File: config.mk
export PLATFORM = sky130hd
export DESIGN_NAME = tiny_isa_step_core_flat
export DESIGN_NICKNAME = d
export VERILOG_FILES = /design/src/hdl/tis_pkg.sv /design/src/hdl/tis_stream_if.sv /design/src/hdl/tiny_isa_step_core.sv /design/src/flat_wrapper.sv
export SDC_FILE = /design/constraint.sdc
export NUM_CORES = 2
export LEC_CHECK = 0
export BUFFER_PORTS_ARGS = -buffer_cell sky130_fd_sc_hd__buf_2
export CORE_MARGIN = 2
export CORE_UTILIZATION = 30
export CTS_BUF_LIST = sky130_fd_sc_hd__clkbuf_8
export CTS_CLUSTER_DIAMETER = 200
export CTS_CLUSTER_SIZE = 10
export DETAILED_ROUTE_END_ITERATION = 16
export GPL_ROUTABILITY_DRIVEN = 1
export HOLD_SLACK_MARGIN = 0.06
export PLACE_DENSITY = 0.4
export SLEW_MARGIN = 40
export SYNTH_ARGS = -nofsm -noshare
export SYNTH_HDL_FRONTEND = slang
export SYNTH_SLANG_ARGS = --single-unit
export TNS_END_PERCENT = 5
File: constraint.sdc
create_clock -name clk -period 7.4 [get_ports clk]
set_input_delay 0.74 -clock clk [delete_from_list [all_inputs] [get_ports clk]]
set_output_delay 0.74 -clock clk [all_outputs]
set_load 0.01 [all_outputs]
File: src/hdl/tis_pkg.sv
// Types and constants of the tiny ISA step core.
// No dependencies.
package tis_pkg;
    localparam logic CMD_LOAD = 1'b0;
    localparam logic CMD_STEP = 1'b1;
    localparam logic [2:0] FLAG_GT = 3'b100;
    localparam logic [2:0] FLAG_LT = 3'b010;
    localparam logic [2:0] FLAG_EQ = 3'b001;
    localparam logic [3:0] OP_MOVI = 4'h0;
    localparam logic [3:0] OP_MOV  = 4'h1;
    localparam logic [3:0] OP_LD   = 4'h2;
    localparam logic [3:0] OP_ST   = 4'h3;
    localparam logic [3:0] OP_CMP  = 4'h4;
    localparam logic [3:0] OP_JMP  = 4'h5;
    localparam logic [3:0] OP_JGT  = 4'h6;
    localparam logic [3:0] OP_JLT  = 4'h7;
    localparam logic [3:0] OP_JEQ  = 4'h8;
    localparam logic [3:0] OP_ADD  = 4'h9;
    localparam logic [3:0] OP_SUB  = 4'ha;
    localparam logic [3:0] OP_AND  = 4'hb;
    localparam logic [3:0] OP_OR   = 4'hc;
    localparam logic [3:0] OP_XOR  = 4'hd;
    localparam logic [3:0] OP_SHL  = 4'he;
    localparam logic [3:0] OP_SAR  = 4'hf;

    typedef enum logic [3:0] {
        ST_IDLE,
        ST_FETCH,
        ST_REGRD,
        ST_EXEC,
        ST_LDRD,
        ST_STWR,
        ST_OUT
    } state_t;

    typedef struct packed {
        logic        command;
        logic [6:0]  load_address;
        logic [7:0]  load_byte;
    } in_item_t;

    typedef struct packed {
        logic [31:0] step_pc;
        logic [7:0]  opcode;
        logic [3:0]  dest_index;
        logic signed [31:0] dest_value;
        logic        reg_written;
        logic [2:0]  flags;
        logic [31:0] use_count;
        logic        slot_skipped;
        logic [31:0] next_pc;
        logic        halted;
    } out_item_t;
endpackage

File: src/hdl/tis_stream_if.sv
// Valid/ready channel carrying one payload type.
// No dependencies; the payload type is a parameter.
interface tis_stream_if #(parameter type payload_t = logic);
    logic     valid;
    logic     ready;
    payload_t data;
    modport source (output valid, output data, input ready);
    modport sink (input valid, input data, output ready);
endinterface

File: src/hdl/tiny_isa_step_core.sv
// Tiny ISA step core: byte memory, register file, usage counters.
// Depends on tis_pkg and tis_stream_if.
//
// channel | dir | payload
// in_ch   | in  | command, load_address, load_byte
// out_ch  | out | step_pc, opcode, dest_index, dest_value, reg_written, flags, ...
//
// The result is offered after ST_OUT. A load or a halted step goes there straight
// from the input transfer; a step passes ST_FETCH (four byte reads), ST_REGRD (two
// register reads) and ST_EXEC first, then ST_LDRD for a memory load or ST_STWR for
// a store (four more byte reads or writes through the single-port byte memory).
// The next input is taken the cycle after the result transfer.
// After reset a clearing pass zeroes the byte memory; no item is taken meanwhile.
// One item is in flight; a stalled output holds.
module tiny_isa_step_core #(
    parameter int MEM_BYTES = 128
) (
    input  logic clk,
    input  logic rst_n,
    tis_stream_if.sink   in_ch,
    tis_stream_if.source out_ch
);
    localparam int AW = $clog2(MEM_BYTES);
    localparam int SLOTS = (MEM_BYTES + 3) / 4;
    localparam int SW = (SLOTS > 1) ? $clog2(SLOTS) : 1;

    logic [7:0]  mem [MEM_BYTES];
    logic [31:0] rf [16];
    logic [31:0] uc [16];
    logic [SLOTS-1:0] exec_reg;
    logic [15:0] rfv_reg, ucv_reg;

    tis_pkg::state_t state_reg, state_next;
    tis_pkg::out_item_t res_reg;
    tis_pkg::out_item_t res_init;
    logic [AW:0]   clr_reg;
    logic [31:0]   pc_reg;
    logic [2:0]    flags_reg;
    logic [2:0]    cnt_reg;
    logic [31:0]   ins_reg;
    logic [31:0]   a_reg, b_reg, data_reg, uc_inc;
    logic [31:0]   rf_q, uc_q;
    logic [7:0]    mem_q;
    logic          out_valid_reg;

    // memory address and write controls
    logic [AW-1:0] maddr;
    logic          mwe;
    logic [7:0]    mwd;
    logic [31:0]   base;
    logic [31:0]   imm;
    logic [3:0]    op4, rx, ry;
    logic          op_ok;
    logic [SW-1:0] slot;
    logic [4:0]    shamt;

    assign op4   = ins_reg[3:0];
    assign op_ok = (ins_reg[7:4] == 4'h0);
    assign rx    = ins_reg[15:12];
    assign ry    = ins_reg[11:8];
    assign imm   = {{16{ins_reg[31]}}, ins_reg[31:16]};
    assign shamt = ins_reg[28:24];
    assign slot  = SW'((pc_reg >> 2) % SLOTS);

    always_comb
    begin
        base = pc_reg;
        if (state_reg == tis_pkg::ST_LDRD)
            base = b_reg;
        else if (state_reg == tis_pkg::ST_STWR)
            base = a_reg;
        maddr = AW'((base + 32'(cnt_reg[1:0])) % MEM_BYTES);
        mwe = 1'b0;
        mwd = b_reg[8*cnt_reg[1:0] +: 8];
        if (clr_reg != (AW+1)'(MEM_BYTES))
        begin
            maddr = clr_reg[AW-1:0];
            mwe = 1'b1;
            mwd = 8'h00;
        end
        else if (state_reg == tis_pkg::ST_IDLE && in_ch.valid && in_ch.ready &&
                 in_ch.data.command == tis_pkg::CMD_LOAD)
        begin
            maddr = AW'(32'(in_ch.data.load_address) % MEM_BYTES);
            mwe = 1'b1;
            mwd = in_ch.data.load_byte;
        end
        else if (state_reg == tis_pkg::ST_STWR)
            mwe = 1'b1;
    end

    always_ff @(posedge clk)
    begin
        if (mwe)
            mem[maddr] <= mwd;
        mem_q <= mem[maddr];
    end

    // register file and counters: one read each, registered
    logic [3:0] rf_ra;
    logic       rf_we, uc_we;
    logic [31:0] rf_wd;
    assign rf_ra = (state_reg == tis_pkg::ST_FETCH) ? rx : ry;
    always_ff @(posedge clk)
    begin
        rf_q <= rf[rf_ra];
        uc_q <= uc[op4];
        if (rf_we)
            rf[rx] <= rf_wd;
        if (uc_we)
            uc[op4] <= uc_inc;
    end

    assign in_ch.ready = (state_reg == tis_pkg::ST_IDLE) &&
                         (clr_reg == (AW+1)'(MEM_BYTES)) && !out_valid_reg;
    assign out_ch.valid = out_valid_reg;
    assign out_ch.data  = res_reg;

    always_comb
    begin
        state_next = state_reg;
        case (state_reg)
            tis_pkg::ST_IDLE:
                if (in_ch.valid && in_ch.ready)
                    state_next = (in_ch.data.command == tis_pkg::CMD_STEP &&
                                  pc_reg < 32'(MEM_BYTES)) ? tis_pkg::ST_FETCH
                                                           : tis_pkg::ST_OUT;
            tis_pkg::ST_FETCH:
                if (cnt_reg == 3'd5) state_next = tis_pkg::ST_REGRD;
            tis_pkg::ST_REGRD:
                if (cnt_reg == 3'd1) state_next = tis_pkg::ST_EXEC;
            tis_pkg::ST_EXEC:
                if (!exec_reg[slot] && op_ok && op4 == tis_pkg::OP_LD)
                    state_next = tis_pkg::ST_LDRD;
                else if (!exec_reg[slot] && op_ok && op4 == tis_pkg::OP_ST)
                    state_next = tis_pkg::ST_STWR;
                else
                    state_next = tis_pkg::ST_OUT;
            tis_pkg::ST_LDRD:
                if (cnt_reg == 3'd4) state_next = tis_pkg::ST_OUT;
            tis_pkg::ST_STWR:
                if (cnt_reg == 3'd3) state_next = tis_pkg::ST_OUT;
            tis_pkg::ST_OUT:
                state_next = tis_pkg::ST_IDLE;
            default:
                state_next = tis_pkg::ST_IDLE;
        endcase
    end

    logic [31:0] a_eff, b_eff, uc_eff, res;
    logic        wr;
    logic [31:0] pc_add;
    logic [2:0]  fl_new;
    always_comb
    begin
        a_eff  = rfv_reg[rx] ? a_reg : 32'h0;
        b_eff  = rfv_reg[ry] ? b_reg : 32'h0;
        uc_eff = ucv_reg[op4] ? uc_q : 32'h0;
        uc_inc = (uc_eff == 32'hffffffff) ? uc_eff : uc_eff + 32'd1;
        res = 32'h0;
        wr = 1'b0;
        pc_add = 32'h0;
        fl_new = flags_reg;
        case (op4)
            tis_pkg::OP_MOVI: begin res = imm; wr = 1'b1; end
            tis_pkg::OP_MOV:  begin res = b_eff; wr = 1'b1; end
            tis_pkg::OP_LD:   wr = 1'b1;
            tis_pkg::OP_CMP:
                if ($signed(a_eff) > $signed(b_eff)) fl_new = tis_pkg::FLAG_GT;
                else if ($signed(a_eff) < $signed(b_eff)) fl_new = tis_pkg::FLAG_LT;
                else fl_new = tis_pkg::FLAG_EQ;
            tis_pkg::OP_JMP:  pc_add = imm;
            tis_pkg::OP_JGT:  if (flags_reg == tis_pkg::FLAG_GT) pc_add = imm;
            tis_pkg::OP_JLT:  if (flags_reg == tis_pkg::FLAG_LT) pc_add = imm;
            tis_pkg::OP_JEQ:  if (flags_reg == tis_pkg::FLAG_EQ) pc_add = imm;
            tis_pkg::OP_ADD:  begin res = a_eff + b_eff; wr = 1'b1; end
            tis_pkg::OP_SUB:  begin res = a_eff - b_eff; wr = 1'b1; end
            tis_pkg::OP_AND:  begin res = a_eff & b_eff; wr = 1'b1; end
            tis_pkg::OP_OR:   begin res = a_eff | b_eff; wr = 1'b1; end
            tis_pkg::OP_XOR:  begin res = a_eff ^ b_eff; wr = 1'b1; end
            tis_pkg::OP_SHL:  begin res = a_eff << shamt; wr = 1'b1; end
            tis_pkg::OP_SAR:  begin res = 32'($signed(a_eff) >>> shamt); wr = 1'b1; end
            default: ;
        endcase
        if (!op_ok)
        begin
            wr = 1'b0;
            pc_add = 32'h0;
            fl_new = flags_reg;
        end
    end

    // register write: ALU ops at EXEC, load at its end
    always_comb
    begin
        rf_we = 1'b0;
        rf_wd = res;
        if (state_reg == tis_pkg::ST_EXEC && !exec_reg[slot] && wr &&
            op4 != tis_pkg::OP_LD)
            rf_we = 1'b1;
        else if (state_reg == tis_pkg::ST_LDRD && cnt_reg == 3'd4)
        begin
            rf_we = 1'b1;
            rf_wd = {mem_q, data_reg[31:8]};
        end
        uc_we = (state_reg == tis_pkg::ST_EXEC) && op_ok;
    end

    // result fields known at the input transfer
    always_comb
    begin
        res_init = '0;
        if (in_ch.data.command == tis_pkg::CMD_STEP)
        begin
            res_init.step_pc = pc_reg;
            res_init.next_pc = pc_reg;
            res_init.flags   = flags_reg;
            res_init.halted  = !(pc_reg < 32'(MEM_BYTES));
        end
    end

    always_ff @(posedge clk or negedge rst_n)
    begin
        if (!rst_n)
        begin
            state_reg     <= tis_pkg::ST_IDLE;
            clr_reg       <= '0;
            pc_reg        <= '0;
            flags_reg     <= '0;
            exec_reg      <= '0;
            rfv_reg       <= '0;
            ucv_reg       <= '0;
            cnt_reg       <= '0;
            out_valid_reg <= 1'b0;
        end
        else
        begin
            state_reg <= state_next;
            if (clr_reg != (AW+1)'(MEM_BYTES))
                clr_reg <= clr_reg + 1'b1;
            if (out_valid_reg && out_ch.ready)
                out_valid_reg <= 1'b0;
            if (state_reg == tis_pkg::ST_OUT)
                out_valid_reg <= 1'b1;
            if (state_next != state_reg)
                cnt_reg <= '0;
            else
                cnt_reg <= cnt_reg + 1'b1;
            if (rf_we)
                rfv_reg[rx] <= 1'b1;
            if (uc_we)
                ucv_reg[op4] <= 1'b1;
            if (state_reg == tis_pkg::ST_EXEC)
            begin
                exec_reg[slot] <= 1'b1;
                if (!exec_reg[slot])
                    flags_reg <= fl_new;
                pc_reg <= pc_reg + (exec_reg[slot] ? 32'h0 : pc_add) + 32'd4;
            end
        end
    end

    always_ff @(posedge clk)
    begin
        if (state_reg == tis_pkg::ST_IDLE && in_ch.valid && in_ch.ready)
            res_reg <= res_init;
        // fetch bytes arrive the cycle after their address
        if (state_reg == tis_pkg::ST_FETCH && cnt_reg >= 3'd1 && cnt_reg <= 3'd4)
            ins_reg <= {mem_q, ins_reg[31:8]};
        // drop never-written register contents to zero
        if (state_reg == tis_pkg::ST_REGRD && cnt_reg == 3'd0)
            a_reg <= rfv_reg[rx] ? rf_q : 32'h0;
        if (state_reg == tis_pkg::ST_REGRD && cnt_reg == 3'd1)
            b_reg <= rfv_reg[ry] ? rf_q : 32'h0;
        if (state_reg == tis_pkg::ST_LDRD && cnt_reg >= 3'd1)
            data_reg <= {mem_q, data_reg[31:8]};
        if (state_reg == tis_pkg::ST_EXEC)
        begin
            res_reg.opcode <= ins_reg[7:0];
            res_reg.use_count <= op_ok ? uc_inc : 32'h0;
            res_reg.slot_skipped <= exec_reg[slot];
            res_reg.flags <= exec_reg[slot] ? flags_reg : fl_new;
            res_reg.next_pc <= pc_reg + (exec_reg[slot] ? 32'h0 : pc_add) + 32'd4;
            if (!exec_reg[slot] && wr)
            begin
                res_reg.dest_index  <= rx;
                res_reg.dest_value  <= res;
                res_reg.reg_written <= 1'b1;
            end
        end
        if (state_reg == tis_pkg::ST_LDRD && cnt_reg == 3'd4)
            res_reg.dest_value <= {mem_q, data_reg[31:8]};
    end
endmodule

File: src/flat_wrapper.sv
// flat-port wrapper written by rule: the top's interface ports become plain ports
module tiny_isa_step_core_flat 
#(
    parameter int MEM_BYTES = 128
)
  (clk, rst_n, in_ch_valid, in_ch_data, in_ch_ready, out_ch_valid, out_ch_data, out_ch_ready);
  tis_stream_if #(.payload_t(tis_pkg::in_item_t)) in_ch_i ();
  tis_stream_if #(.payload_t(tis_pkg::out_item_t)) out_ch_i ();
  input  logic clk;
  input  logic rst_n;
  input wire logic [$bits(in_ch_i.valid)-1:0] in_ch_valid;
  input wire logic [$bits(in_ch_i.data)-1:0] in_ch_data;
  output wire logic [$bits(in_ch_i.ready)-1:0] in_ch_ready;
  output wire logic [$bits(out_ch_i.valid)-1:0] out_ch_valid;
  output wire logic [$bits(out_ch_i.data)-1:0] out_ch_data;
  input wire logic [$bits(out_ch_i.ready)-1:0] out_ch_ready;
  assign in_ch_i.valid = in_ch_valid;
  assign in_ch_i.data = in_ch_data;
  assign in_ch_ready = in_ch_i.ready;
  assign out_ch_valid = out_ch_i.valid;
  assign out_ch_data = out_ch_i.data;
  assign out_ch_i.ready = out_ch_ready;
  tiny_isa_step_core #(.MEM_BYTES(MEM_BYTES)) u_core (.clk(clk), .rst_n(rst_n), .in_ch(in_ch_i), .out_ch(out_ch_i));
endmodule
==> run_results.csv <==
group,metric,value,unit
setup_path,cp_num_cells,14,
global_route,grt_max_degree,129,
sta,period_needed,6660,ps
yosys,syn_avg_cell_area,14.0,um^2
global_route,grt_pass1_vias,69900,
sta,clock_skew,96.3,ps
yosys,synthXorXnorAreaFrac,0.00581,
clock_tree,cts_repair_resize_count,0,
worst_hold_path,min_from,"in_ch_data[5]",
die,initial_utilization,0.302,
layout,drive_gt1_frac,0.170,
worst_hold_path,holdCritPathClass,"in -> reg",
power,pwr-share-clk,0.370,
setup_path,cp_slowest_stage_delay,980,ps
yosys,synth_compound_gate_area_share,0.108,
yosys,synth-simple-area-share,0.0949,
die,ios,168,
clock_tree,cts_tree,"yes",
yosys,synth_nets,7940,
power,p_per_area,197,nW/um^2
power,peakVddDrop,0.128,mV
global_route,antenna_found_initial,40,
yosys,synth_fa_ha_area_frac,0.0209,
detailed_routing,vias,70800,
detailed_routing,drc,0,
yosys,synth_edf_count,2277,
yosys,synth_area_leader_cell,"edfxtp_1",
clock_tree,cts_setup_buffers,0,
power,p_leak,41.6,nW
power,switchingPower,0.00528,W
die,dieArea,367000,um^2
yosys,ys_async_sr_fraction,0.0460,
layout,finalNetCount,8287,
detailed_routing,drtIter0Drc,7232,
layout,final_common_cell,"edfxtp_1",
setup_path,worst-setup-path-type,"reg -> reg",
setup_path,rr_worst_depth,14,
flow_run,drv_cap,0,
yosys,synthCells,7741,
sta,worstMarginPinSlew,970,ps
detailed_routing,wl_per_cell,31.3,um
layout,fin_util,0.342,
die,die_h,606,um
global_route,grt_pass1_wl,570,mm
power,p_total,0.0242,W
sta,relSlewSlack,0.347,
clock_tree,worstSkewPairLatency,1080,ps
clock_tree,cts_max_path_buffers,4,
layout,synthToLayoutAreaGrowth,13.3,%
die,die_w,606,um
yosys,synth_cell_types,100,
power,switching_share,0.218,
detailed_routing,drt-total-wl,408,mm
global_route,grt.overflow.total,0,
sta,setup_viol,0,
power,pwr-share-comb,0.003,
yosys,synth.area.mux_share,0.0697,
place,gp_congestion,0.949,
yosys,synth_top_area_frac,0.630,
global_route,grt_use_total,0.218,
sta,finalHoldViolations,0,
setup_path,critPathTopFamily,"compound AO/OA/AOI/OAI gates",
clock_tree,cts_buffers,288,
detailed_routing,dr.pass1.iters,8,
setup_path,cp-start-kind,"flop",
clock_tree,cts_hold_buf,2,
yosys,synth_top_family_by_area,"compound AO/OA/AOI/OAI gates",
setup_path,critPathBufInv,1,
sta,drv_slew,0,
setup_path,slowest_stage,"mux4_4",
power,seqPwrFrac,0.627,
yosys,ys_ff_latch,2501,
sta,max_freq,150,MHz
run_status,status,"completed",
setup_path,required,8140,ps
place,post-dp-hpwl,267,mm
clock_tree,clock-sinks,2501,
setup_path,ff2ff_setup_slack,740,ps
die,coreArea,360000,um^2
layout,largest_reg_flops,1024,
yosys,synthTopCellsByArea,"edfxtp_1, mux4_2, nand2_1",
clock_tree,clk_pin_slew_worst_paths,80,ps
sta,rsz0062_at_grt,"false",
sta,tns,0,ps
detailed_routing,drt-vias-per-instance,5.42,
place,port_buffers,167,
clock_tree,h-tree-depth,5,
setup_path,cpMostUsedCell,"nand2_1",
power,p_int,0.0189,W
setup_path,crit_start,"u_core.ins_reg[8]",
setup_path,reg2reg_from,"u_core.ins_reg[8]",
layout,regMostFlops,"u_core.mem",
yosys,netlist_area,109000,um^2
setup_path,worstPathCellList,"mux4_2 -> mux4_4 -> buf_4 -> nand2_1 -> ha_1 -> nand2_1 -> nor3_1 -> nand2_1 -> a21oi_1 -> o41a_1 -> a221oi_1 -> o21a_1 -> o41ai_1 -> o31a_1",
setup_path,cp-end-kind,"flop",
die,row_count,220,
setup_path,worstPathArrival,7400,ps
worst_hold_path,holdPathStages,3,
sta,finalCritPeriodShare,0.900,
layout,largest_registers,"u_core.mem x1024, u_core.rf x512, u_core.uc x512",
yosys,ys.flop_type,"edfxtp_1",
layout,mostFrequentLayoutCells,"edfxtp_1, nand2_1, nor2_1",
setup_path,crit_path_max_fanout,43,
clock_tree,cts_root_buf,"clkbuf_8",
yosys,ys_seq_area_frac,0.676,
yosys,yosysWarnings,0,
detailed_routing,ant_nets,0,
==> metal layers <==
layer	up-vias	track usage	share of wire	wire length, um
li1	30700	-	-	-
met1	37200	0.316	0.46	189000
met2	2368	0.343	0.45	185000
met3	490	0.0236	0.052	21100
met4	10	0.0645	0.031	12800
met5	-	0	0.00017	68
==> worst register-to-register path: stages (launching register included) <==
cell and delay (ps):
edfxtp_1 590, mux4_2 550, mux4_4 980, buf_4 410, nand2_1 210, ha_1 500, nand2_1 200, nor3_1 450
nand2_1 110, a21oi_1 230, o41a_1 280, a221oi_1 220, o21a_1 260, o41ai_1 700, o31a_1 640
==> cell usage after synthesis, drive strengths merged (72+ instances only) <==
cell,count
o21ai,147
mux2i,210
edfxtp,2277
a31oi,116
o22ai,72
clkbuf,368
and2,310
a211oi,229
ha,175
dfrtp,115
a21oi,380
a221oi,120
dfxtp,109
nand3,103
inv,139
buf,149
nor3,173
nand2,816
nor2,487
mux4,224
==> area by class of cell <==
type | instances | area [um^2]
sequential | 2501 | 73400
antenna | 13 | 32.5
tap | 4773 | 5970
clock inverter | 178 | 778
inverter | 140 | 528
timing repair buffer | 574 | 4660
clock buffer | 297 | 4090
fill | 35100 | 237000
multi-input combinational | 4583 | 33500
==> power groups by stage <==
stage / clock network [W] / registers, W / logic [W]
final: 0.00895 / 0.0152 / 0.0000661
after global routing: 0.00977 / 0.0152 / 0.0000727
after CTS: 0.00930 / 0.0152 / 0.0000687
after detailed placement: 0 / 0.0155 / 0.0000676
after global placement: 0 / 0.0155 / 0.0000671
after floorplan: 0 / 0.0155 / 0.0000221
==> cells by family (layout without fill, tap and decap cells) <==
family                     after synthesis  count (layout)
buffers and inverters                  657            1189
xor gates and xnor gates                72              72
AOI/OAI and AO/OA                     1660            1660
muxes                                  471             471
adders and majority gates              179             179
other                                    1              14
DFF                                   2501            2501
and+or+nand+nor                       2200            2200
==> worst paths after layout <==
check | to
max in group asynchronous | u_core.clr_reg[6]
min reg2reg | u_core.data_reg[21]
min in group asynchronous | u_core.exec_reg[1]
max reg2reg | u_core.rf[4][29]
max | u_core.rf[4][29]
min | u_core.mem[110][5]
==> metrics by stage <==
stage / hold WS, ps / std cells / area (um^2) / setup WS, ps
after floorplan: 417 / 7741 / 109000 / 1090
after global placement: 431 / 12500 / 117000 / 896
after detailed placement: 434 / 12600 / 118000 / 886
after CTS: 119 / 13000 / 123000 / 870
after global routing: 177 / 13100 / 123000 / 518
final: 241 / 13100 / 123000 / 741
Power figures use the tool's default switching activity.
